$ cat src/rtl/tfv_pkg.sv
// Shared types, codes and constants of the table field validator.
package tfv_pkg;

    localparam logic [3:0] TYPE_NONE  = 4'd0;
    localparam logic [3:0] TYPE_CHAR  = 4'd1;
    localparam logic [3:0] TYPE_INT   = 4'd2;
    localparam logic [3:0] TYPE_REAL  = 4'd3;
    localparam logic [3:0] TYPE_ALPHA = 4'd4;
    localparam logic [3:0] TYPE_UPPER = 4'd5;
    localparam logic [3:0] TYPE_LOWER = 4'd6;
    localparam logic [3:0] TYPE_DIGIT = 4'd7;
    localparam logic [3:0] TYPE_ALNUM = 4'd8;

    localparam logic [2:0] RSN_OK     = 3'd0;
    localparam logic [2:0] RSN_SYNTAX = 3'd1;
    localparam logic [2:0] RSN_BELOW  = 3'd2;
    localparam logic [2:0] RSN_ABOVE  = 3'd3;
    localparam logic [2:0] RSN_CLASS  = 3'd4;

    localparam int CFG_INDEX_W = 3;
    localparam int CFG_DATA_W  = 32;

    localparam logic [CFG_INDEX_W-1:0] REG_COLUMN_TYPE = 3'd0;
    localparam logic [CFG_INDEX_W-1:0] REG_MIN_ENABLE  = 3'd1;
    localparam logic [CFG_INDEX_W-1:0] REG_MAX_ENABLE  = 3'd2;
    localparam logic [CFG_INDEX_W-1:0] REG_MIN_VALUE   = 3'd3;
    localparam logic [CFG_INDEX_W-1:0] REG_MAX_VALUE   = 3'd4;

    localparam logic [2:0] PHASE_START = 3'd0;
    localparam logic [2:0] PHASE_NUM   = 3'd1;
    localparam logic [2:0] PHASE_FAIL  = 3'd7;
    localparam int         REAL_LEN    = 7;

    localparam logic [31:0] MAG_CAP = 32'h8000_0000;
    localparam logic [31:0] POS_MAX = 32'h7FFF_FFFF;

    typedef enum logic [1:0] {
        KIND_SIGN,
        KIND_DIGIT,
        KIND_DOT,
        KIND_EXP
    } kind_t;

    typedef struct packed {
        logic [3:0]        column_type;
        logic              min_enable;
        logic              max_enable;
        logic signed [31:0] min_value;
        logic signed [31:0] max_value;
    } cfg_t;

    typedef struct packed {
        logic       is_sign;
        logic       is_minus;
        logic       is_digit;
        logic       is_dot;
        logic       is_exp;
        logic       is_upper;
        logic       is_lower;
        logic [3:0] digit;
        logic       last;
    } char_t;

    typedef struct packed {
        logic               field_ok;
        logic [2:0]         reason;
        logic signed [31:0] int_value;
    } result_t;

    // real grammar: sign, digits, dot, digits, exponent letter, sign, digits
    function automatic kind_t real_kind(input logic [2:0] idx);
        kind_t k;
        unique case (idx)
            3'd0:    k = KIND_SIGN;
            3'd1:    k = KIND_DIGIT;
            3'd2:    k = KIND_DOT;
            3'd3:    k = KIND_DIGIT;
            3'd4:    k = KIND_EXP;
            3'd5:    k = KIND_SIGN;
            default: k = KIND_DIGIT;
        endcase
        return k;
    endfunction

endpackage

$ cat src/rtl/table_field_validator_unit.sv
// Table field validator top level: config registers, queues, front and back ends.
// A verdict passes the input queue, the back end's final register and the result queue.
// Throughput: one character word per cycle, unless a last word waits for the result queue.
// A full result queue stalls the back end at a last word while a verdict waits; the input
// queue then fills and raises full. Reset (rst_n low, asynchronous) empties both queues,
// clears the parse state and zeroes every configuration register.
module table_field_validator_unit #(
    parameter int IN_DEPTH  = 4,
    parameter int OUT_DEPTH = 4
) (
    input  logic                             clk,
    input  logic                             rst_n,
    input  logic                             push,
    output logic                             full,
    input  logic [7:0]                       field_char,
    input  logic                             last_char,
    output logic                             empty,
    input  logic                             pop,
    output logic                             field_ok,
    output logic [2:0]                       reason,
    output logic signed [31:0]               int_value,
    input  logic                             cfg_valid,
    output logic                             cfg_ready,
    input  logic [tfv_pkg::CFG_INDEX_W-1:0]  cfg_index,
    input  logic [tfv_pkg::CFG_DATA_W-1:0]   cfg_data
);

    localparam int CHAR_W = $bits(tfv_pkg::char_t);
    localparam int RES_W  = $bits(tfv_pkg::result_t);

    tfv_pkg::cfg_t    cfg_reg, cfg_next;
    tfv_pkg::char_t   front_item;
    tfv_pkg::char_t   mid_item;
    tfv_pkg::result_t back_res;
    tfv_pkg::result_t out_word;
    logic [CHAR_W-1:0] mid_rdata;
    logic [RES_W-1:0]  out_rdata;
    logic              mid_empty;
    logic              mid_pop;
    logic              out_full;
    logic              out_push;

    assign cfg_ready = 1'b1;

    always_comb
    begin
        cfg_next = cfg_reg;
        if (cfg_valid)
        begin
            unique case (cfg_index)
                tfv_pkg::REG_COLUMN_TYPE: cfg_next.column_type = cfg_data[3:0];
                tfv_pkg::REG_MIN_ENABLE:  cfg_next.min_enable  = cfg_data[0];
                tfv_pkg::REG_MAX_ENABLE:  cfg_next.max_enable  = cfg_data[0];
                tfv_pkg::REG_MIN_VALUE:   cfg_next.min_value   = cfg_data;
                tfv_pkg::REG_MAX_VALUE:   cfg_next.max_value   = cfg_data;
                default:                  cfg_next = cfg_reg;
            endcase
        end
    end

    always_ff @(posedge clk or negedge rst_n)
    begin
        if (!rst_n)
        begin
            cfg_reg <= '0;
        end
        else
        begin
            cfg_reg <= cfg_next;
        end
    end

    tfv_front u_front (
        .field_char (field_char),
        .last_char  (last_char),
        .item       (front_item)
    );

    tfv_fifo #(
        .DEPTH (IN_DEPTH),
        .WIDTH (CHAR_W)
    ) u_in_fifo (
        .clk   (clk),
        .rst_n (rst_n),
        .push  (push),
        .wdata (front_item),
        .full  (full),
        .pop   (mid_pop),
        .rdata (mid_rdata),
        .empty (mid_empty)
    );

    assign mid_item = tfv_pkg::char_t'(mid_rdata);

    tfv_back u_back (
        .clk       (clk),
        .rst_n     (rst_n),
        .cfg       (cfg_reg),
        .mid_empty (mid_empty),
        .mid_item  (mid_item),
        .mid_pop   (mid_pop),
        .out_full  (out_full),
        .out_push  (out_push),
        .out_res   (back_res)
    );

    tfv_fifo #(
        .DEPTH (OUT_DEPTH),
        .WIDTH (RES_W)
    ) u_out_fifo (
        .clk   (clk),
        .rst_n (rst_n),
        .push  (out_push),
        .wdata (back_res),
        .full  (out_full),
        .pop   (pop),
        .rdata (out_rdata),
        .empty (empty)
    );

    assign out_word  = tfv_pkg::result_t'(out_rdata);
    assign field_ok  = out_word.field_ok;
    assign reason    = out_word.reason;
    assign int_value = out_word.int_value;

endmodule

$ cat src/rtl/tfv_fifo.sv
// Small first-word-fall-through queue of packed words.
module tfv_fifo #(
    parameter int DEPTH = 4,
    parameter int WIDTH = 8
) (
    input  logic             clk,
    input  logic             rst_n,
    input  logic             push,
    input  logic [WIDTH-1:0] wdata,
    output logic             full,
    input  logic             pop,
    output logic [WIDTH-1:0] rdata,
    output logic             empty
);

    localparam int PTR_W = $clog2(DEPTH);
    localparam int CNT_W = $clog2(DEPTH + 1);
    localparam logic [PTR_W-1:0] LAST_PTR = PTR_W'(DEPTH - 1);
    localparam logic [CNT_W-1:0] FULL_CNT = CNT_W'(DEPTH);

    logic [WIDTH-1:0] mem_reg [DEPTH];
    logic [PTR_W-1:0] wr_ptr_reg, wr_ptr_next;
    logic [PTR_W-1:0] rd_ptr_reg, rd_ptr_next;
    logic [CNT_W-1:0] count_reg, count_next;
    logic             do_push, do_pop;

    assign full    = (count_reg == FULL_CNT);
    assign empty   = (count_reg == '0);
    assign do_push = push && !full;
    assign do_pop  = pop && !empty;
    assign rdata   = mem_reg[rd_ptr_reg];

    always_comb
    begin
        wr_ptr_next = wr_ptr_reg;
        rd_ptr_next = rd_ptr_reg;
        count_next  = count_reg;
        if (do_push)
        begin
            wr_ptr_next = (wr_ptr_reg == LAST_PTR) ? '0 : wr_ptr_reg + 1'b1;
        end
        if (do_pop)
        begin
            rd_ptr_next = (rd_ptr_reg == LAST_PTR) ? '0 : rd_ptr_reg + 1'b1;
        end
        if (do_push && !do_pop)
        begin
            count_next = count_reg + 1'b1;
        end
        else if (do_pop && !do_push)
        begin
            count_next = count_reg - 1'b1;
        end
    end

    always_ff @(posedge clk or negedge rst_n)
    begin
        if (!rst_n)
        begin
            wr_ptr_reg <= '0;
            rd_ptr_reg <= '0;
            count_reg  <= '0;
        end
        else
        begin
            wr_ptr_reg <= wr_ptr_next;
            rd_ptr_reg <= rd_ptr_next;
            count_reg  <= count_next;
        end
    end

    always_ff @(posedge clk)
    begin
        if (do_push)
        begin
            mem_reg[wr_ptr_reg] <= wdata;
        end
    end

endmodule

$ cat src/rtl/tfv_front.sv
// Front end: classifies each incoming character into its grammar and class flags.
module tfv_front (
    input  logic [7:0]     field_char,
    input  logic           last_char,
    output tfv_pkg::char_t item
);

    always_comb
    begin
        item          = '0;
        item.is_sign  = (field_char == 8'h2B) || (field_char == 8'h2D);
        item.is_minus = (field_char == 8'h2D);
        item.is_digit = (field_char >= 8'h30) && (field_char <= 8'h39);
        item.is_dot   = (field_char == 8'h2E);
        item.is_exp   = (field_char == 8'h64) || (field_char == 8'h44)
                     || (field_char == 8'h65) || (field_char == 8'h45);
        item.is_upper = (field_char >= 8'h41) && (field_char <= 8'h5A);
        item.is_lower = (field_char >= 8'h61) && (field_char <= 8'h7A);
        item.digit    = field_char[3:0];
        item.last     = last_char;
    end

endmodule

$ cat src/rtl/tfv_back.sv
// Back end: per-field parse state, accumulation and end-of-field verdict.
module tfv_back (
    input  logic            clk,
    input  logic            rst_n,
    input  tfv_pkg::cfg_t   cfg,
    input  logic            mid_empty,
    input  tfv_pkg::char_t  mid_item,
    output logic            mid_pop,
    input  logic            out_full,
    output logic            out_push,
    output tfv_pkg::result_t out_res
);

    typedef struct packed {
        logic [2:0]  phase;
        logic [31:0] accum;
        logic        negative;
        logic        class_fail;
    } snap_t;

    logic [2:0]  phase_reg;
    logic [31:0] accum_reg;
    logic        negative_reg;
    logic        class_fail_reg;
    logic        fin_valid_reg, fin_valid_next;
    snap_t       fin_reg;
    snap_t       upd;

    logic          fin_free;
    logic [2:0]    int_phase;
    logic [2:0]    real_phase;
    logic          real_found;
    tfv_pkg::kind_t kind;
    logic          in_class;
    logic [35:0]   prod;
    logic [31:0]   capped;
    logic [32:0]   mag;
    logic signed [32:0] value;
    logic signed [32:0] min_ext;
    logic signed [32:0] max_ext;

    function automatic logic kind_hit(input tfv_pkg::kind_t k, input tfv_pkg::char_t c);
        logic hit;
        unique case (k)
            tfv_pkg::KIND_SIGN:  hit = c.is_sign;
            tfv_pkg::KIND_DIGIT: hit = c.is_digit;
            tfv_pkg::KIND_DOT:   hit = c.is_dot;
            default:             hit = c.is_exp;
        endcase
        return hit;
    endfunction

    assign fin_free = !fin_valid_reg || !out_full;
    assign mid_pop  = !mid_empty && (!mid_item.last || fin_free);
    assign out_push = fin_valid_reg && !out_full;

    always_comb
    begin
        unique case (phase_reg)
            tfv_pkg::PHASE_START:
                int_phase = (mid_item.is_sign || mid_item.is_digit)
                          ? tfv_pkg::PHASE_NUM : tfv_pkg::PHASE_FAIL;
            tfv_pkg::PHASE_NUM:
                int_phase = mid_item.is_digit ? tfv_pkg::PHASE_NUM : tfv_pkg::PHASE_FAIL;
            default:
                int_phase = tfv_pkg::PHASE_FAIL;
        endcase
    end

    always_comb
    begin
        real_phase = tfv_pkg::PHASE_FAIL;
        real_found = 1'b0;
        kind       = tfv_pkg::KIND_SIGN;
        for (int e = 0; e < tfv_pkg::REAL_LEN; e++)
        begin
            kind = tfv_pkg::real_kind(3'(e));
            if (!real_found && (3'(e) >= phase_reg) && kind_hit(kind, mid_item))
            begin
                real_found = 1'b1;
                real_phase = (kind == tfv_pkg::KIND_DIGIT) ? 3'(e) : 3'(e + 1);
            end
        end
    end

    always_comb
    begin
        unique case (cfg.column_type)
            tfv_pkg::TYPE_ALPHA: in_class = mid_item.is_upper || mid_item.is_lower;
            tfv_pkg::TYPE_UPPER: in_class = mid_item.is_upper;
            tfv_pkg::TYPE_LOWER: in_class = mid_item.is_lower;
            tfv_pkg::TYPE_DIGIT: in_class = mid_item.is_digit;
            tfv_pkg::TYPE_ALNUM: in_class = mid_item.is_upper || mid_item.is_lower
                                         || mid_item.is_digit;
            default:             in_class = 1'b1;
        endcase
    end

    // accum * 10 + digit, capped at 2^31
    assign prod   = ({4'b0, accum_reg} << 3) + ({4'b0, accum_reg} << 1)
                  + {32'b0, mid_item.digit};
    assign capped = (prod > {4'b0, tfv_pkg::MAG_CAP}) ? tfv_pkg::MAG_CAP : prod[31:0];

    always_comb
    begin
        upd.phase      = phase_reg;
        upd.accum      = accum_reg;
        upd.negative   = negative_reg;
        upd.class_fail = class_fail_reg || !in_class;
        if (cfg.column_type == tfv_pkg::TYPE_INT)
        begin
            upd.phase = int_phase;
            if (int_phase == tfv_pkg::PHASE_NUM && mid_item.is_digit)
            begin
                upd.accum = capped;
            end
            else if (int_phase == tfv_pkg::PHASE_NUM && mid_item.is_minus)
            begin
                upd.negative = 1'b1;
            end
        end
        else if (cfg.column_type == tfv_pkg::TYPE_REAL)
        begin
            upd.phase = real_phase;
        end
    end

    always_comb
    begin
        fin_valid_next = fin_valid_reg;
        if (mid_pop && mid_item.last)
        begin
            fin_valid_next = 1'b1;
        end
        else if (out_push)
        begin
            fin_valid_next = 1'b0;
        end
    end

    always_ff @(posedge clk or negedge rst_n)
    begin
        if (!rst_n)
        begin
            phase_reg      <= tfv_pkg::PHASE_START;
            accum_reg      <= '0;
            negative_reg   <= 1'b0;
            class_fail_reg <= 1'b0;
            fin_valid_reg  <= 1'b0;
        end
        else
        begin
            fin_valid_reg <= fin_valid_next;
            if (mid_pop)
            begin
                if (mid_item.last)
                begin
                    phase_reg      <= tfv_pkg::PHASE_START;
                    accum_reg      <= '0;
                    negative_reg   <= 1'b0;
                    class_fail_reg <= 1'b0;
                end
                else
                begin
                    phase_reg      <= upd.phase;
                    accum_reg      <= upd.accum;
                    negative_reg   <= upd.negative;
                    class_fail_reg <= upd.class_fail;
                end
            end
        end
    end

    always_ff @(posedge clk)
    begin
        if (mid_pop && mid_item.last)
        begin
            fin_reg <= upd;
        end
    end

    // verdict stage
    assign mag     = {1'b0, fin_reg.accum};
    assign value   = fin_reg.negative ? -$signed(mag)
                   : (fin_reg.accum[31] ? $signed({1'b0, tfv_pkg::POS_MAX}) : $signed(mag));
    assign min_ext = {cfg.min_value[31], cfg.min_value};
    assign max_ext = {cfg.max_value[31], cfg.max_value};

    always_comb
    begin
        out_res.field_ok  = 1'b1;
        out_res.reason    = tfv_pkg::RSN_OK;
        out_res.int_value = '0;
        if (cfg.column_type == tfv_pkg::TYPE_INT)
        begin
            if (fin_reg.phase > tfv_pkg::PHASE_NUM)
            begin
                out_res.field_ok = 1'b0;
                out_res.reason   = tfv_pkg::RSN_SYNTAX;
            end
            else
            begin
                out_res.int_value = value[31:0];
                if (cfg.min_enable && (value < min_ext))
                begin
                    out_res.field_ok = 1'b0;
                    out_res.reason   = tfv_pkg::RSN_BELOW;
                end
                else if (cfg.max_enable && (value > max_ext))
                begin
                    out_res.field_ok = 1'b0;
                    out_res.reason   = tfv_pkg::RSN_ABOVE;
                end
            end
        end
        else if (cfg.column_type == tfv_pkg::TYPE_REAL)
        begin
            if (fin_reg.phase == tfv_pkg::PHASE_FAIL)
            begin
                out_res.field_ok = 1'b0;
                out_res.reason   = tfv_pkg::RSN_SYNTAX;
            end
        end
        else if ((cfg.column_type >= tfv_pkg::TYPE_ALPHA)
              && (cfg.column_type <= tfv_pkg::TYPE_ALNUM))
        begin
            if (fin_reg.class_fail)
            begin
                out_res.field_ok = 1'b0;
                out_res.reason   = tfv_pkg::RSN_CLASS;
            end
        end
    end

endmodule

$ cat config.mk
export PLATFORM = sky130hd
export DESIGN_NAME = table_field_validator_unit
export DESIGN_NICKNAME = d
export VERILOG_FILES = /design/src/rtl/tfv_pkg.sv /design/src/rtl/table_field_validator_unit.sv /design/src/rtl/tfv_fifo.sv /design/src/rtl/tfv_front.sv /design/src/rtl/tfv_back.sv
export SDC_FILE = /design/constraint.sdc
export NUM_CORES = 1
export LEC_CHECK = 0
export BUFFER_PORTS_ARGS = -buffer_cell sky130_fd_sc_hd__buf_4
export CAP_MARGIN = 20
export CORE_AREA = 2 2 207 209
export DETAILED_ROUTE_END_ITERATION = 7
export DIE_AREA = 0 0 209 211
export GPL_TIMING_DRIVEN = 0
export PLACE_DENSITY = 0.67
export SETUP_SLACK_MARGIN = 0.05
export SLEW_MARGIN = 20
export SYNTH_ARGS = -nofsm -noshare
export SYNTH_HDL_FRONTEND = slang
export SYNTH_HIERARCHICAL = 1
export SYNTH_SLANG_ARGS = --single-unit
$ cat constraint.sdc
create_clock -name clk -period 4.67 [get_ports clk]
set_input_delay 0.7005 -clock clk [delete_from_list [all_inputs] [get_ports clk]]
set_output_delay 0.7005 -clock clk [all_outputs]
set_load 0.02 [all_outputs]
## Yosys cells after proc, flatten, opt, wreduce, memory -nomap -nowiden

Memories as Yosys holds them, arrays and structs flattened.
Cells that the tools add are included.

- Register bits: 159
- Word-level logic and storage cells: 204
- Bits in writable memories: 192
- Memories: 2

- Muxes and demuxes: 54
- Magnitude comparators: 19
- Add/sub/neg operators: 11
- Equality and inequality tests: 27
- Reduce and logical (&&, ||, !) cells: 71

Memories:

| name | depth | width | rd ports | clocked after memory_dff | wr ports | RTL line | text |
|---|---|---|---|---|---|---|---|
| u_out_fifo.mem_reg | 4 | 36 | 1 | 0 | 1 | tfv_fifo.sv:21 | `logic [WIDTH-1:0] mem_reg [DEPTH];` |
| u_in_fifo.mem_reg | 4 | 12 | 1 | 0 | 1 | tfv_fifo.sv:21 |  |

Operator list:

| kind | count |
|---|---|
| 32-bit two-way mux | 5 |
| 33-bit two-way mux | 2 |
| 3-bit two-way mux | 16 |
| 35-bit by 33-bit adder with 36-bit output | 1 |
| 36-bit by 4-bit adder with 36-bit output | 1 |
| 36-bit by 32-bit greater-than comparator with 1-bit output (second input constant) | 1 |
| 33-bit by 32-bit greater-than comparator with 1-bit output | 1 |
| 33-bit by 32-bit less-than comparator with 1-bit output | 1 |
| 32-bit negation with 33-bit output | 1 |
| 8-bit by 7-bit equality test with 1-bit output (second input constant) | 4 |
| 1-bit logical AND | 32 |
| 4-bit two-way mux | 8 |
| 31-bit two-way mux | 1 |
| 8-bit by 6-bit equality test with 1-bit output (second input constant) | 3 |
| 1-bit zero test | 17 |
| 4-bit by 3-bit equality test with 1-bit output (second input constant) | 4 |
| 8-bit by 7-bit greater-or-equal comparator with 1-bit output (second input constant) | 2 |
| 8-bit by 7-bit less-or-equal comparator with 1-bit output (second input constant) | 2 |
| 1-bit two-way mux | 16 |
| 3-bit equality test (second input constant) | 4 |
| 3-bit zero test | 4 |
| 1-bit logical OR | 10 |
| 2-bit AND reduction | 5 |
| 3-bit by 1-bit equality test with 1-bit output (second input constant) | 3 |
| other kinds (19) | 38 |

## Logic depth before layout (Yosys ltp)

- Depth after elaboration: 30
- Depth in mapped cells: 20
- Gate-level depth less buffers: 20

## Cells and area by module

The synthesis kept the hierarchy.

By module, submodules not included:

| module | area each (sq um) | cells an instance | instances | sequential area each (sq um) |
|---|---|---|---|---|
| tfv_back | 9032.4 | 1181 | 1 | 2062.0 |
| tfv_fifo (u_out_fifo) | 5637.9 | 225 | 1 | 4499.3 |
| table_field_validator_unit | 2820.2 | 154 | 1 | 1751.7 |
| tfv_fifo (u_in_fifo) | 2195.9 | 100 | 1 | 1616.6 |
| tfv_front | 163.9 | 24 | 1 | 0.0 |

## Worst setup path after synthesis

OpenSTA, ideal clock, no wires.

- Path kind: register to register
- From: reg u_in_fifo.rd_ptr_reg[0]
- To: reg u_back/fin_reg[25] in the netlist's numbering, data pin
- Required time: 4.525 ns
- Path buffers: 4
- Stages on the path, launching flop included: 18
- Setup time: 0.145 ns
- Setup slack: 0.075 ns
- Arrival: 4.450 ns
- Cell sequence: dfrtp_1 buf_6 buf_6 mux4_2 inv_1 fa_1 fa_1 nand2b_1 a2111o_1 a21boi_0 or3_1 xor2_1 nor4_1 nand4_1 o41a_1 buf_6 buf_6 o21ai_1

RTL lines:

| item | RTL line | text |
|---|---|---|
| start, declared | tfv_fifo.sv:23 | `logic [PTR_W-1:0] rd_ptr_reg, rd_ptr_next;` |
| start signal, assigned | tfv_fifo.sv:67 | `rd_ptr_reg <= rd_ptr_next;` |
| end signal, assigned | tfv_back.sv:178 | `fin_reg <= upd;` |
| end, declared | tfv_back.sv:26 | `snap_t fin_reg;` |

==> out/qor.txt <==
=====================================================================================================
Total nets after synthesis                                                                       1878
Fin crit period                                                                               4.89 ns
Max Slew Vio Count                                                                                  0
Hpwl dp                                                                                       36.8 mm
Xor and xnor fraction of the mapped netlist area                                               0.0115
Peak Freq                                                                                     205 MHz
Capturing instance or port of the critical path                                          u_back/fin_reg[24]$_DFFE_PP_
Clock skew after layout                                                                     0.0231 ns
Switching part of the total                                                                     0.369
Area fraction of the dominant cell type after synthesis                                         0.346
Pin count of the biggest net entering global routing                                               78
Non-filler cells, final                                                                          2431
Violations in the final reports                                                          negative setup slack
Register-to-Register Path Depth                                                                    17
Count of mapped cells out of synthesis                                                           1684
Internal portion of total power                                                             0.00860 W
Number of input and output port buffers inserted                                                   85
Largest family of logic cells by synthesized area                                        simple AND/OR/NAND/NOR gates
Fraction of the mapped netlist area in compound gates                                           0.119
H-tree levels                                                                                       2
Post-synthesis share of cell area spent on full adders, half adders and majority gates         0.0929
Worst vdd ir                                                                                 0.310 mV
Final worst slack                                                                           -0.216 ns
Result of the run                                                                        finished with violations
Layout cells sized above 1                                                                      0.281
Final Cycle Share                                                                                1.05
Max reg flops                                                                                     144
Crit. End Element                                                                                flop
Mean post-synth cell area                                                                  11.8 sq um
Launching instance or port of the critical path                                          u_in_fifo/rd_ptr_reg[0]$_DFFE_PN0P_
Global router's overall resource usage                                                          0.222
Transition time at the pin with the least slew margin                                        0.864 ns
Die width                                                                                 209 microns
Most used flip-flop cell after synthesis                                                 sky130_fd_sc_hd__edfxtp_1
Worst r2r dst                                                                            u_back/fin_reg[24]$_DFFE_PP_
Leakage component of the power                                                                9.79 nW
Start-to-end type of the worst setup path                                                flop to flop
Initial antenna violation count                                                                     1
Starting Density                                                                                0.475
Count of state elements after synthesis                                                           351
Tightest slew margin relative to the limit                                                      0.418
Combinational fraction of design power                                                          0.437
Number of cell rows                                                                                75
Number of max-capacitance violations reported                                                       0
Data required time of the critical path                                                       5.06 ns
Crit path DAT                                                                                 5.28 ns
Class of the worst hold path                                                             primary input to asynchronous set/reset pin
Final Total Pwr                                                                              0.0136 W
Global placement routability congestion                                                         0.873
Grt ovf                                                                                             0
Kind of start point of the critical path                                                         flop
Net switching power                                                                         0.00503 W
Chip Height                                                                               211 microns
Worst setup slack after placement                                                            -1.23 ns
TritonCTS clock tree                                                                            built
First-pass DRT Iterations                                                                           6
Final nets                                                                                       2056
Count of final hold-check violations                                                                0
Die Outline Area                                                                          44100 sq um
Number of clock sinks seen by CTS                                                                 351
Detailed-route DRC error count                                                                      0
Wire length of the first global-routing pass                                                  77.3 mm
Area added between synthesis and finish                                                         19.6%
Number of inserted filler cells in the final layout                                              3381
Worst skew pair latency                                                                       0.55 ns
Count of flip-flops with a built-in enable after synthesis                                        229
Finish-stage setup viols                                                                           61
Post-route core utilization                                                                     0.569
DRT antenna net count                                                                               0
Max Buffers Root-to-Sink                                                                            3
Post-Synth Simple-Gate Area                                                                     0.129
Cell area after synthesis                                                                 19900 sq um
Core area                                                                                 41800 sq um
R2r startpoint                                                                           u_in_fifo/rd_ptr_reg[0]$_DFFE_PN0P_
I/O Pins                                                                                           88
Clk Tree Root Cell                                                                       sky130_fd_sc_hd__clkbuf_16
RSZ-0062 raised after global routing                                                             true
Placed cell count                                                                                2313
Number of clock buffers inserted by TritonCTS                                                      37
Via count of the first global-routing pass                                                      13992
Cell variety after synth                                                                           85
Via count normalized by instance count                                                           5.82
Most frequent cells after synthesis                                                      sky130_fd_sc_hd__edfxtp_1 (229), sky130_fd_sc_hd__nand2_1 (153), sky130_fd_sc_hd__ha_1 (141)
Sequential share of the synthesized area                                                        0.500
Worst-case register-to-register setup slack                                                  -0.22 ns
Number of vias in the routed layout                                                             14151
Count of synthesis-stage warnings from yosys                                                        6
Routed length per placed instance                                                        20.4 microns
Cell type with the highest aggregate area in the netlist                                 sky130_fd_sc_hd__edfxtp_1
Most repeated cell in the gate-level netlist after synthesis                             sky130_fd_sc_hd__edfxtp_1
Sequential group share of total power                                                           0.345
Share of cell area taken by muxes after synthesis                                               0.106
Fraction of synthesis flops using an asynchronous set or reset pin                              0.348
Cell types with the largest area share after synthesis                                   sky130_fd_sc_hd__edfxtp_1 (35%), sky130_fd_sc_hd__dfrtp_1 (15%), sky130_fd_sc_hd__ha_1 (8.9%)
1st-iter DRT viols                                                                                918
Cell area power density                                                                   574 nW/um^2
Routed wire length                                                                            49.5 mm
Maximum fanout along the worst path                                                                 6
Clock transition at the registers of the reported paths                                       0.06 ns
Share of power burned in the clock network                                                      0.218
=====================================================================================================
-- power by group through the flow --
stage	Combinational, W	Clock (W)	Sequential (W)
floorplan	0.00364	0	0.00461
global placement	0.00507	0	0.00473
detailed placement	0.00525	0	0.00474
CTS	0.00555	0.00303	0.00469
global route	0.00647	0.00314	0.00479
finish	0.00595	0.00297	0.00470
-- logic make-up after synthesis --
kind of cell / count (synthesis)
buffers and inverters: 172
adder cells (fa/ha/maj): 145
AND/OR/NAND/NOR: 496
AO/OA/AOI/OAI: 366
multiplexers: 127
flip-flops: 351
XOR/XNOR: 26
other: 1
-- layout by cell type, fill, tap and decap left out, drive strengths merged, types with 5 or more instances in the layout --
cell type / count
o211ai: 10
and2: 17
edfxtp: 229
or3: 28
buf: 182
nor2b: 36
o31ai: 12
o21ai: 134
mux2: 78
nand2b: 10
a31oi: 18
a21boi: 5
nor4b: 6
ha: 141
nor4: 7
o21a: 9
mux4: 48
nor2: 65
o22a: 6
nor3: 29
o22ai: 5
nand3: 63
xor2: 14
and3: 14
a21oi: 74
dfrtp: 122
nand2: 153
or2: 8
a22o: 7
a211oi: 11
a21o: 36
inv: 97
nand4: 33
xnor2: 12
clkbuf: 82
clkinv: 13
or4: 7
-- worst max-delay path, cell delays in order (launching register included) --
cell and delay, ns:
sky130_fd_sc_hd__dfrtp_1 0.37, sky130_fd_sc_hd__buf_6 0.12, sky130_fd_sc_hd__buf_12 0.10, sky130_fd_sc_hd__mux4_2 0.49, sky130_fd_sc_hd__inv_2 0.07, sky130_fd_sc_hd__fa_1 0.45
sky130_fd_sc_hd__fa_2 0.37, sky130_fd_sc_hd__nand2b_4 0.15, sky130_fd_sc_hd__a2111o_1 0.46, sky130_fd_sc_hd__a31oi_1 0.21, sky130_fd_sc_hd__o21ai_1 0.10, sky130_fd_sc_hd__a221o_1 0.32
sky130_fd_sc_hd__nor4_2 0.29, sky130_fd_sc_hd__nand4_1 0.18, sky130_fd_sc_hd__o41a_1 0.56, sky130_fd_sc_hd__buf_6 0.20, sky130_fd_sc_hd__clkbuf_16 0.16, sky130_fd_sc_hd__o21ai_2 0.13
-- per-stage QoR --
step           hold slack, ns  setup TNS (ns)  instance area [sq um]
3_5_place_dp            0.492          -63.09                  21300
2_1_floorplan           0.405               0                  19900
3_3_place_gp            0.487          -61.83                  21200
4_1_cts                0.0560          -14.75                  23200
6_report               0.0527           -7.90                  23700
5_1_grt                0.0759          -17.80                  23700
-- per-layer routing --
| metal | global-route usage | part of all wire | vias to the layer above |
|---|---|---|---|
| li1 | - | - | 6701 |
| met1 | 0.289 | 0.43 | 6968 |
| met2 | 0.383 | 0.50 | 392 |
| met3 | 0.0271 | 0.042 | 90 |
| met4 | 0.0830 | 0.031 | 0 |
| met5 | 0 | 0 | - |
-- cell type report --
| cell class | count | area, sq um | area share |
|---|---|---|---|
| multi-input combinational | 1161 | 9850 | 0.415 |
| clock buffer | 46 | 991 | 0.0417 |
| tap | 539 | 674 | 0.0284 |
| inverter | 93 | 349 | 0.0147 |
| clock inverter | 22 | 241 | 0.0102 |
| sequential | 351 | 9930 | 0.418 |
| antenna | 1 | 2.50 | 0.000105 |
| timing repair buffer | 141 | 1200 | 0.0505 |
| buffer | 77 | 505 | 0.0213 |
-- how the worst min path moves through the flow --
stage | start | endpoint | depth (start not counted)
4_1_cts | rst_n | u_in_fifo/count_reg[2]$_DFFE_PN0P_ | 1
2_1_floorplan | rst_n | cfg_reg[0]$_DFFE_PN0P_ | 0
5_1_grt | rst_n | u_out_fifo/count_reg[1]$_DFFE_PN0P_ | 1
3_3_place_gp | cfg_reg[38]$_DFFE_PN0P_ | cfg_reg[38]$_DFFE_PN0P_ | 1
6_report | rst_n | u_out_fifo/count_reg[1]$_DFFE_PN0P_ | 1
3_5_place_dp | cfg_reg[28]$_DFFE_PN0P_ | cfg_reg[28]$_DFFE_PN0P_ | 1
-- what timing repair did --
item                                    in CTS  in global routing
buffers inserted                            24                 26
resized for setup                          106                 95
pin swaps                                   39                 44
gates cloned                                 1                  1
hold buffers                                 0                  0
endpoints found under the setup margin      76                 75
(Power assumes the default switching activity.)
